`src/rtl/utf8_codepoint_decoder_assert.svh`:
```
// Assertion macros for the UTF-8 code point decoder.
// Define NO_ASSERTIONS to compile them out.
`ifndef UTF8_CODEPOINT_DECODER_ASSERT_SVH
`define UTF8_CODEPOINT_DECODER_ASSERT_SVH

`ifndef NO_ASSERTIONS
// same-cycle implication
`define U8CPD_ASSERT_IMP(label, clk, rst_n, ante, cons) \
    label: assert property (@(posedge clk) disable iff (!rst_n) (ante) |-> (cons)) \
        else $error("u8cpd assertion failed");
// next-cycle implication
`define U8CPD_ASSERT_NXT(label, clk, rst_n, ante, cons) \
    label: assert property (@(posedge clk) disable iff (!rst_n) (ante) |=> (cons)) \
        else $error("u8cpd assertion failed");
`else
`define U8CPD_ASSERT_IMP(label, clk, rst_n, ante, cons)
`define U8CPD_ASSERT_NXT(label, clk, rst_n, ante, cons)
`endif

`endif

```
`src/rtl/u8cpd_pkg.sv`:
```
package u8cpd_pkg;

    localparam int unsigned BYTE_W     = 8;
    localparam int unsigned CP_W       = 21;
    localparam int unsigned TAIL_W     = 6;
    localparam int unsigned TAIL_N     = 3;
    localparam int unsigned CNT_W      = 3;
    localparam int unsigned OUT_DATA_W = 24;
    localparam int unsigned FIFO_DEPTH = 4;

    // group byte count: 0 = nothing pending, saturates at 4
    localparam logic [CNT_W-1:0] CNT_NONE = 3'd0;
    localparam logic [CNT_W-1:0] CNT_ONE  = 3'd1;
    localparam logic [CNT_W-1:0] CNT_TWO  = 3'd2;
    localparam logic [CNT_W-1:0] CNT_THR  = 3'd3;
    localparam logic [CNT_W-1:0] CNT_MAX  = 3'd4;

    // lead byte classes
    localparam logic [BYTE_W-1:0] MASK_1B = 8'h80;
    localparam logic [BYTE_W-1:0] MASK_2B = 8'hE0;
    localparam logic [BYTE_W-1:0] MASK_3B = 8'hF0;
    localparam logic [BYTE_W-1:0] MASK_4B = 8'hF8;
    localparam logic [BYTE_W-1:0] MARK_1B = 8'h00;
    localparam logic [BYTE_W-1:0] MARK_2B = 8'hC0;
    localparam logic [BYTE_W-1:0] MARK_3B = 8'hE0;
    localparam logic [BYTE_W-1:0] MARK_4B = 8'hF0;
    localparam logic [1:0]        CONT_TAG = 2'b10;

    typedef logic [CP_W-1:0]   t_cp;
    typedef logic [TAIL_W-1:0] t_tail;
    typedef logic [CNT_W-1:0]  t_cnt;

    typedef struct packed {
        logic last;
        t_cp  cp;
    } t_result;

    function automatic t_cp decode_group(
        input logic [BYTE_W-1:0] lead,
        input t_tail             t0,
        input t_tail             t1,
        input t_tail             t2,
        input t_cnt              cnt
    );
        t_cp cp;
        cp = '0;
        if (((lead & MASK_1B) == MARK_1B) && (cnt >= CNT_ONE)) begin
            cp = t_cp'(lead);
        end else if (((lead & MASK_2B) == MARK_2B) && (cnt >= CNT_TWO)) begin
            cp = t_cp'({lead[4:0], t0});
        end else if (((lead & MASK_3B) == MARK_3B) && (cnt >= CNT_THR)) begin
            cp = t_cp'({lead[3:0], t0, t1});
        end else if (((lead & MASK_4B) == MARK_4B) && (cnt >= CNT_MAX)) begin
            cp = {lead[2:0], t0, t1, t2};
        end
        return cp;
    endfunction

endpackage

```
`src/rtl/utf8_codepoint_decoder.sv`:
```
// A code point is queued when the byte closing its group is accepted, then offered on m_axis.
// Throughput: one byte per cycle while output keeps up; a byte may yield two code points,
// which leave the queue (P_FIFO_DEPTH entries) one per cycle while m_axis_tready is high.
// s_axis_tready is high while the queue has room for two code points.
// Reset (i_rst_n, synchronous, active low) drops any pending group and empties the queue.
`include "utf8_codepoint_decoder_assert.svh"

module utf8_codepoint_decoder #(
    parameter int unsigned P_FIFO_DEPTH = u8cpd_pkg::FIFO_DEPTH  // >= 2
) (
    input  logic                                i_clk,
    input  logic                                i_rst_n,
    // byte input
    input  logic                                s_axis_tvalid,
    output logic                                s_axis_tready,
    input  logic [u8cpd_pkg::BYTE_W-1:0]        s_axis_tdata,   // [7:0] data_byte
    input  logic                                s_axis_tlast,   // string_end
    // code point output
    output logic                                m_axis_tvalid,
    input  logic                                m_axis_tready,
    output logic [u8cpd_pkg::OUT_DATA_W-1:0]    m_axis_tdata,   // [20:0] code_point, [23:21] 0
    output logic                                m_axis_tlast    // last_of_string
);

    localparam int unsigned PTR_W = (P_FIFO_DEPTH > 1) ? $clog2(P_FIFO_DEPTH) : 1;
    localparam int unsigned CNT_W = $clog2(P_FIFO_DEPTH + 1);
    localparam logic [PTR_W-1:0] PTR_LAST = PTR_W'(P_FIFO_DEPTH - 1);
    localparam logic [CNT_W-1:0] ROOM_LIM = CNT_W'(P_FIFO_DEPTH - 2);

    // ------------------------------------------------------------------
    // Group state. Tail entries only hold continuation payloads of the
    // current group, so they need no reset: decode never looks past the
    // count.
    // ------------------------------------------------------------------
    logic [u8cpd_pkg::BYTE_W-1:0] r_lead;
    u8cpd_pkg::t_tail             r_tail [u8cpd_pkg::TAIL_N];
    u8cpd_pkg::t_cnt              r_gcnt;

    logic [u8cpd_pkg::BYTE_W-1:0] n_lead;
    u8cpd_pkg::t_tail             n_tail [u8cpd_pkg::TAIL_N];
    u8cpd_pkg::t_cnt              n_gcnt;

    logic                         in_xfer;
    logic                         is_cont;
    logic                         append;     // byte extends the pending group
    logic                         tail_wr;    // append with a free tail slot
    logic [1:0]                   tail_idx;
    logic                         closed;     // pending group is closed by this byte
    u8cpd_pkg::t_cp               closed_cp;
    u8cpd_pkg::t_cp               end_cp;

    // ------------------------------------------------------------------
    // Output queue: small register ring, one read port at the head.
    // ------------------------------------------------------------------
    u8cpd_pkg::t_result           r_fifo [P_FIFO_DEPTH];
    logic [PTR_W-1:0]             r_wr_ptr;
    logic [PTR_W-1:0]             r_rd_ptr;
    logic [CNT_W-1:0]             r_qcnt;

    logic [PTR_W-1:0]             wr_ptr_p1;
    logic [PTR_W-1:0]             wr_ptr_p2;
    logic [PTR_W-1:0]             rd_ptr_p1;
    logic                         out_xfer;
    logic                         push_two;
    logic                         push_one;
    u8cpd_pkg::t_result           ent0;
    u8cpd_pkg::t_result           ent1;
    logic [CNT_W-1:0]             n_qcnt;
    u8cpd_pkg::t_result           head;

    assign s_axis_tready = (r_qcnt <= ROOM_LIM);
    assign in_xfer       = s_axis_tvalid && s_axis_tready;
    assign out_xfer      = m_axis_tvalid && m_axis_tready;

    // ------------------------------------------------------------------
    // Per-byte group update
    // ------------------------------------------------------------------
    assign is_cont  = (s_axis_tdata[7:6] == u8cpd_pkg::CONT_TAG);
    assign append   = is_cont && (r_gcnt != u8cpd_pkg::CNT_NONE);
    assign tail_wr  = append && (r_gcnt < u8cpd_pkg::CNT_MAX);
    assign tail_idx = 2'(r_gcnt - u8cpd_pkg::CNT_ONE);
    assign closed   = !append && (r_gcnt != u8cpd_pkg::CNT_NONE);

    always_comb begin
        if (append) begin
            n_lead = r_lead;
            n_gcnt = tail_wr ? (r_gcnt + u8cpd_pkg::CNT_ONE) : r_gcnt;
        end else begin
            // any other byte (a stray continuation too) opens a new group
            n_lead = s_axis_tdata;
            n_gcnt = u8cpd_pkg::CNT_ONE;
        end
        for (int i = 0; i < int'(u8cpd_pkg::TAIL_N); i++) begin
            n_tail[i] = (tail_wr && (tail_idx == 2'(i))) ? s_axis_tdata[5:0] : r_tail[i];
        end
    end

    // closed group decodes from the old state, string-end group from the new one
    assign closed_cp = u8cpd_pkg::decode_group(r_lead, r_tail[0], r_tail[1], r_tail[2],
                                               r_gcnt);
    assign end_cp    = u8cpd_pkg::decode_group(n_lead, n_tail[0], n_tail[1], n_tail[2],
                                               n_gcnt);

    always_ff @(posedge i_clk) begin
        if (!i_rst_n) begin
            r_lead <= '0;
            r_gcnt <= u8cpd_pkg::CNT_NONE;
        end else if (in_xfer) begin
            r_lead <= n_lead;
            r_gcnt <= s_axis_tlast ? u8cpd_pkg::CNT_NONE : n_gcnt;
        end
    end

    always_ff @(posedge i_clk) begin
        if (in_xfer && tail_wr) begin
            r_tail[tail_idx] <= s_axis_tdata[5:0];
        end
    end

    // ------------------------------------------------------------------
    // Queue write: closed group first (tlast 0), then string-end group.
    // ------------------------------------------------------------------
    assign push_two = in_xfer && closed && s_axis_tlast;
    assign push_one = in_xfer && (closed != s_axis_tlast);

    always_comb begin
        ent1.cp   = end_cp;
        ent1.last = 1'b1;
        if (closed) begin
            ent0.cp   = closed_cp;
            ent0.last = 1'b0;
        end else begin
            ent0 = ent1;
        end
    end

    assign wr_ptr_p1 = (r_wr_ptr == PTR_LAST) ? '0 : (r_wr_ptr + 1'b1);
    assign wr_ptr_p2 = (wr_ptr_p1 == PTR_LAST) ? '0 : (wr_ptr_p1 + 1'b1);
    assign rd_ptr_p1 = (r_rd_ptr == PTR_LAST) ? '0 : (r_rd_ptr + 1'b1);

    always_comb begin
        n_qcnt = r_qcnt;
        if (push_two) begin
            n_qcnt = n_qcnt + CNT_W'(2);
        end else if (push_one) begin
            n_qcnt = n_qcnt + CNT_W'(1);
        end
        if (out_xfer) begin
            n_qcnt = n_qcnt - CNT_W'(1);
        end
    end

    always_ff @(posedge i_clk) begin
        if (!i_rst_n) begin
            r_wr_ptr <= '0;
            r_rd_ptr <= '0;
            r_qcnt   <= '0;
        end else begin
            r_qcnt <= n_qcnt;
            if (push_two) begin
                r_wr_ptr <= wr_ptr_p2;
            end else if (push_one) begin
                r_wr_ptr <= wr_ptr_p1;
            end
            if (out_xfer) begin
                r_rd_ptr <= rd_ptr_p1;
            end
        end
    end

    always_ff @(posedge i_clk) begin
        if (push_two || push_one) begin
            r_fifo[r_wr_ptr] <= ent0;
        end
        if (push_two) begin
            r_fifo[wr_ptr_p1] <= ent1;
        end
    end

    assign head          = r_fifo[r_rd_ptr];
    assign m_axis_tvalid = (r_qcnt != '0);
    assign m_axis_tdata  = u8cpd_pkg::OUT_DATA_W'(head.cp);
    assign m_axis_tlast  = head.last;

    // ------------------------------------------------------------------
    // Checks
    // ------------------------------------------------------------------
    `U8CPD_ASSERT_IMP(a_gcnt_range, i_clk, i_rst_n, 1'b1, r_gcnt <= u8cpd_pkg::CNT_MAX)
    `U8CPD_ASSERT_NXT(a_end_clears, i_clk, i_rst_n, in_xfer && s_axis_tlast,
                      r_gcnt == u8cpd_pkg::CNT_NONE)
    `U8CPD_ASSERT_NXT(a_lead_opens, i_clk, i_rst_n, in_xfer && !s_axis_tlast && !is_cont,
                      r_gcnt == u8cpd_pkg::CNT_ONE)
    `U8CPD_ASSERT_NXT(a_end_pushes, i_clk, i_rst_n, in_xfer && s_axis_tlast && !out_xfer,
                      r_qcnt > $past(r_qcnt))

endmodule
```
`config.mk`:
```
export PLATFORM = sky130hd
export DESIGN_NAME = utf8_codepoint_decoder
export DESIGN_NICKNAME = d
export VERILOG_FILES = /design/src/rtl/u8cpd_pkg.sv /design/src/rtl/utf8_codepoint_decoder.sv
export VERILOG_INCLUDE_DIRS = /design/src /design/src/rtl
export SDC_FILE = /design/constraint.sdc
export NUM_CORES = 1
export LEC_CHECK = 0
export BUFFER_PORTS_ARGS = -buffer_cell sky130_fd_sc_hd__clkbuf_2
export CAP_MARGIN = 20
export CORE_AREA = 2 2 123 125
export CTS_CLUSTER_DIAMETER = 30
export CTS_CLUSTER_SIZE = 16
export DETAILED_ROUTE_END_ITERATION = 10
export DIE_AREA = 0 0 125 127
export PLACE_DENSITY = 0.77
export SETUP_SLACK_MARGIN = 0.1
export SLEW_MARGIN = 15
export SYNTH_ARGS = -nofsm -noshare
export SYNTH_HDL_FRONTEND = slang
export SYNTH_SLANG_ARGS = --single-unit
```
`constraint.sdc`:
```
create_clock -name i_clk -period 3.3 [get_ports i_clk]
set_clock_uncertainty 0.05 [all_clocks]
set_input_delay 0.33 -clock i_clk [delete_from_list [all_inputs] [get_ports i_clk]]
set_output_delay 0.33 -clock i_clk [all_outputs]
set_load 0.05 [all_outputs]
```
==> metrics list <==
* Run status: completed
* TritonCTS Buffers: 17
- The library cells used most frequently in the layout, excluding fill and tap cells, are 102 x sky130_fd_sc_hd__edfxtp_1, 95 x sky130_fd_sc_hd__nor2_1, 36 x sky130_fd_sc_hd__nand2_1, 36 x sky130_fd_sc_hd__clkbuf_2, 31 x sky130_fd_sc_hd__a21oi_1.
- Util after Layout: 56.5%
- Filler cell count: 1188
- Input and output buffers added on the ports amount to 36.
- Of all nets on the critical path, the largest fanout is 10.
- The clock reaches the later pin of the worst-skew pair after 0.43 ns.
- The first global-routing pass estimated 30200 um of wire.
- Standard cell core area: 0.0144 mm2
- The tool flagged a number of max-cap violations equal to 0.
- The routed design uses 1770 um of met3 wire.
- Maximum level of the CTS H-tree: 4
- Length of the first detailed-routing pass in iterations: 8
- Entering global routing, the biggest net connects 26 pins.
* Global-route usage over all layers: 24.6%
- Slew @ Worst Pin: 1.07 ns
- After technology mapping, the gate count stands at 646.
- Number of synthesized flops with an enable pin: 102
* IR Drop Worst-Case VDD: 331 uV
* Post-route minimum period: 3.06 ns
- Hold Crit Class: input pin to flip-flop
- During I/O placement, the number of pins put on the boundary was 40.
- Clock tree synthesis found a total of 126 sinks.
- After synthesis, the share of flip-flops with an asynchronous set or reset is 0%.
- The final layout contains routed wiring with a total length of 19200 um.
- The number of global-route vias before repair came to 5555.
- The worst setup path is launched from a flip-flop.
* Residual DRC count: 0
- In this run the top signal layer used is met4.
* Leakage Power: 2.80 nW
- Proportion of synthesized chip area in sequential cells: 49.7%
* Residual antenna-violating net count after detailed routing: 0
- Flip-flop cell with the highest count after synthesis: sky130_fd_sc_hd__edfxtp_1
* Routability congestion estimate: 1.02
- Post-synth design cell area: 0.00714 mm2
- Leaving out fill and tap cells, the most frequent cell in the layout is sky130_fd_sc_hd__edfxtp_1.
- Drt initial violations: 1045
* Area of the die: 0.0159 mm2
- Met1 Wirelength: 8110 um
- Die Ht: 127 um
* Synth Register Bits: 126
* Endpoints failing setup: 0
- After detailed routing, the average wire length per cell comes to 21.8 um.
* Post-DP HPWL: 13400 um
- Cell Rows: 44
* Final Hold Violating Endpoints: 0
* Final antenna diode count: 0
- Global routing finished with a remaining overflow of 0.
- Share of cells above drive strength 1: 20.3%
* NumNets Final: 719
- Headroom to the max-slew limit came out at 28.5%.
- The max-slew violation count was 0.
- Highest Clock Rate: 327 MHz
* Setup_tns: 0 ns
- Hold buffer count at cts: 0
- TritonCTS clock tree: done
- Signal arrival time at the worst endpoint: 3.18 ns
* Required time worst endpoint: 3.42 ns
- Die width: 125 um
* Starting density of the core: 49.5%
- Initial antenna violation count: 0
* Fin crit share: 92.7%
- Total vias in the final route: 5720
- Power per Cell Area: 731 mW/mm2
* Unrepaired setup endpoints after global routing: false
* Syn-to-layout area delta: 14.3%
* Number of buffers on the longest clock path: 2
- The worst setup path is captured at a flip-flop.
- After detailed routing, the number of vias per cell comes to 6.49.
- The synthesized netlist contains 61 unique library cells.
- Buffer cell driving the clock tree root: sky130_fd_sc_hd__clkbuf_16
* Clock slew at reported path FFs: 0.06 ns
* Post-Syn Area per Cell: 11.0 um2
* Met2 wirelength from detailed routing: 8970 um
* Total number of yosys warnings: 0
- The worst setup path is of the flip-flop to flip-flop kind.
-- layout make-up --
type | count | area, um2 | area share [%]
Timing Repair Buffer | 61 | 368 | 4.51
Multi-Input combinational cell | 465 | 3370 | 41.4
Sequential cell | 126 | 3540 | 43.5
Clock buffer | 18 | 429 | 5.26
Tap cell | 184 | 230 | 2.82
Inverter | 14 | 52.6 | 0.644
Clock inverter | 14 | 156 | 1.92
-- through the flow --
step	hold WS, ns	instances	cell area, um2	worst slack [ns]	total power, W
2_1_floorplan	0.379	648	7150	0.335	0.00361
4_1_cts	0.135	882	8140	0.265	0.00596
5_1_grt	0.140	882	8160	0.126	0.00620
6_report	0.152	882	8160	0.243	0.00596
3_5_place_dp	0.412	850	7550	0.305	0.00411
3_3_place_gp	0.399	850	7550	0.390	0.00406
-- cell usage after synthesis (15+ instances only) --
library cell	instances	area, um2
sky130_fd_sc_hd__edfxtp_1	102	3060
sky130_fd_sc_hd__nor2_1	95	357
sky130_fd_sc_hd__nand2_1	36	135
sky130_fd_sc_hd__a21oi_1	33	165
sky130_fd_sc_hd__o22ai_1	28	175
sky130_fd_sc_hd__dfxtp_1	24	480
sky130_fd_sc_hd__clkbuf_1	23	86.3
sky130_fd_sc_hd__mux4_2	22	495
sky130_fd_sc_hd__ha_1	21	263
sky130_fd_sc_hd__o21ai_0	19	95.1
sky130_fd_sc_hd__nand3_1	16	80.1
sky130_fd_sc_hd__and3_1	15	93.8
sky130_fd_sc_hd__mux2i_1	15	150
-- flip-flops by register name (all words and copies together) (netlist names), named ones only --
signal and flops:
r_wr_ptr 2, r_fifo 88, r_gcnt 3, r_lead 8, r_rd_ptr 2, r_tail 18, r_qcnt 3
-- where the power goes --
part | total, W | switching, W | internal (W)
Clock | 0.00186 | 0.000737 | 0.00112
Sequential | 0.00208 | 0.000147 | 0.00194
Combinational | 0.00202 | 0.00139 | 0.000629
-- repair_timing --
| action | 4_1_cts | 5_1_grt |
|---|---|---|
| gates resized for setup | 0 | 4 |
| buffers inserted | 0 | 0 |
| setup endpoints to repair | 0 | 13 |
-- kinds of logic after synthesis --
kind of cell	Yosys count	synth area share, %
AO/OA/AOI/OAI	184	18.5
XOR/XNOR	1	0.123
adder cells (fa/ha/maj)	21	3.68
buffers and inverters	57	3.47
flip-flops	126	49.7
multiplexers	37	9.05
other	1	0.0526
AND/OR/NAND/NOR	219	15.4
-- worst max-delay path, cell delays in order (launching register included) --
cell and delay (ns):
sky130_fd_sc_hd__dfxtp_1 0.51, sky130_fd_sc_hd__inv_1 0.14, sky130_fd_sc_hd__ha_1 0.32, sky130_fd_sc_hd__nand2b_1 0.16
sky130_fd_sc_hd__buf_4 0.21, sky130_fd_sc_hd__nand2_4 0.14, sky130_fd_sc_hd__mux2i_1 0.54, sky130_fd_sc_hd__o2111a_1 0.40
sky130_fd_sc_hd__a21o_1 0.21, sky130_fd_sc_hd__o22ai_1 0.12
-- worst paths after layout --
| kind | from | to | slack [ns] | depth (start not counted) |
|---|---|---|---|---|
| hold / removal | i_rst_n | r_gcnt[2]$_SDFFE_PN0P_ | 0.15 | 2 |
| hold reg to reg | r_fifo[0][21]$_SDFFE_PP1P_ | r_fifo[0][21]$_SDFFE_PP1P_ | 0.42 | 2 |
| setup / recovery | r_gcnt[1]$_SDFFE_PN0P_ | r_fifo[0][2]$_DFFE_PP_ | 0.24 | 9 |
| setup reg to reg | r_gcnt[1]$_SDFFE_PN0P_ | r_fifo[0][2]$_DFFE_PP_ | 0.24 | 9 |
-- metal layers --
metal | up-vias | global-route usage, %
met3 | 30 | 5.90
met4 | 0 | 8.63
met5 | - | 0
li1 | 2580 | -
met2 | 351 | 38.6
met1 | 2759 | 34.0
No activity file was read; power rests on OpenSTA's default activity.
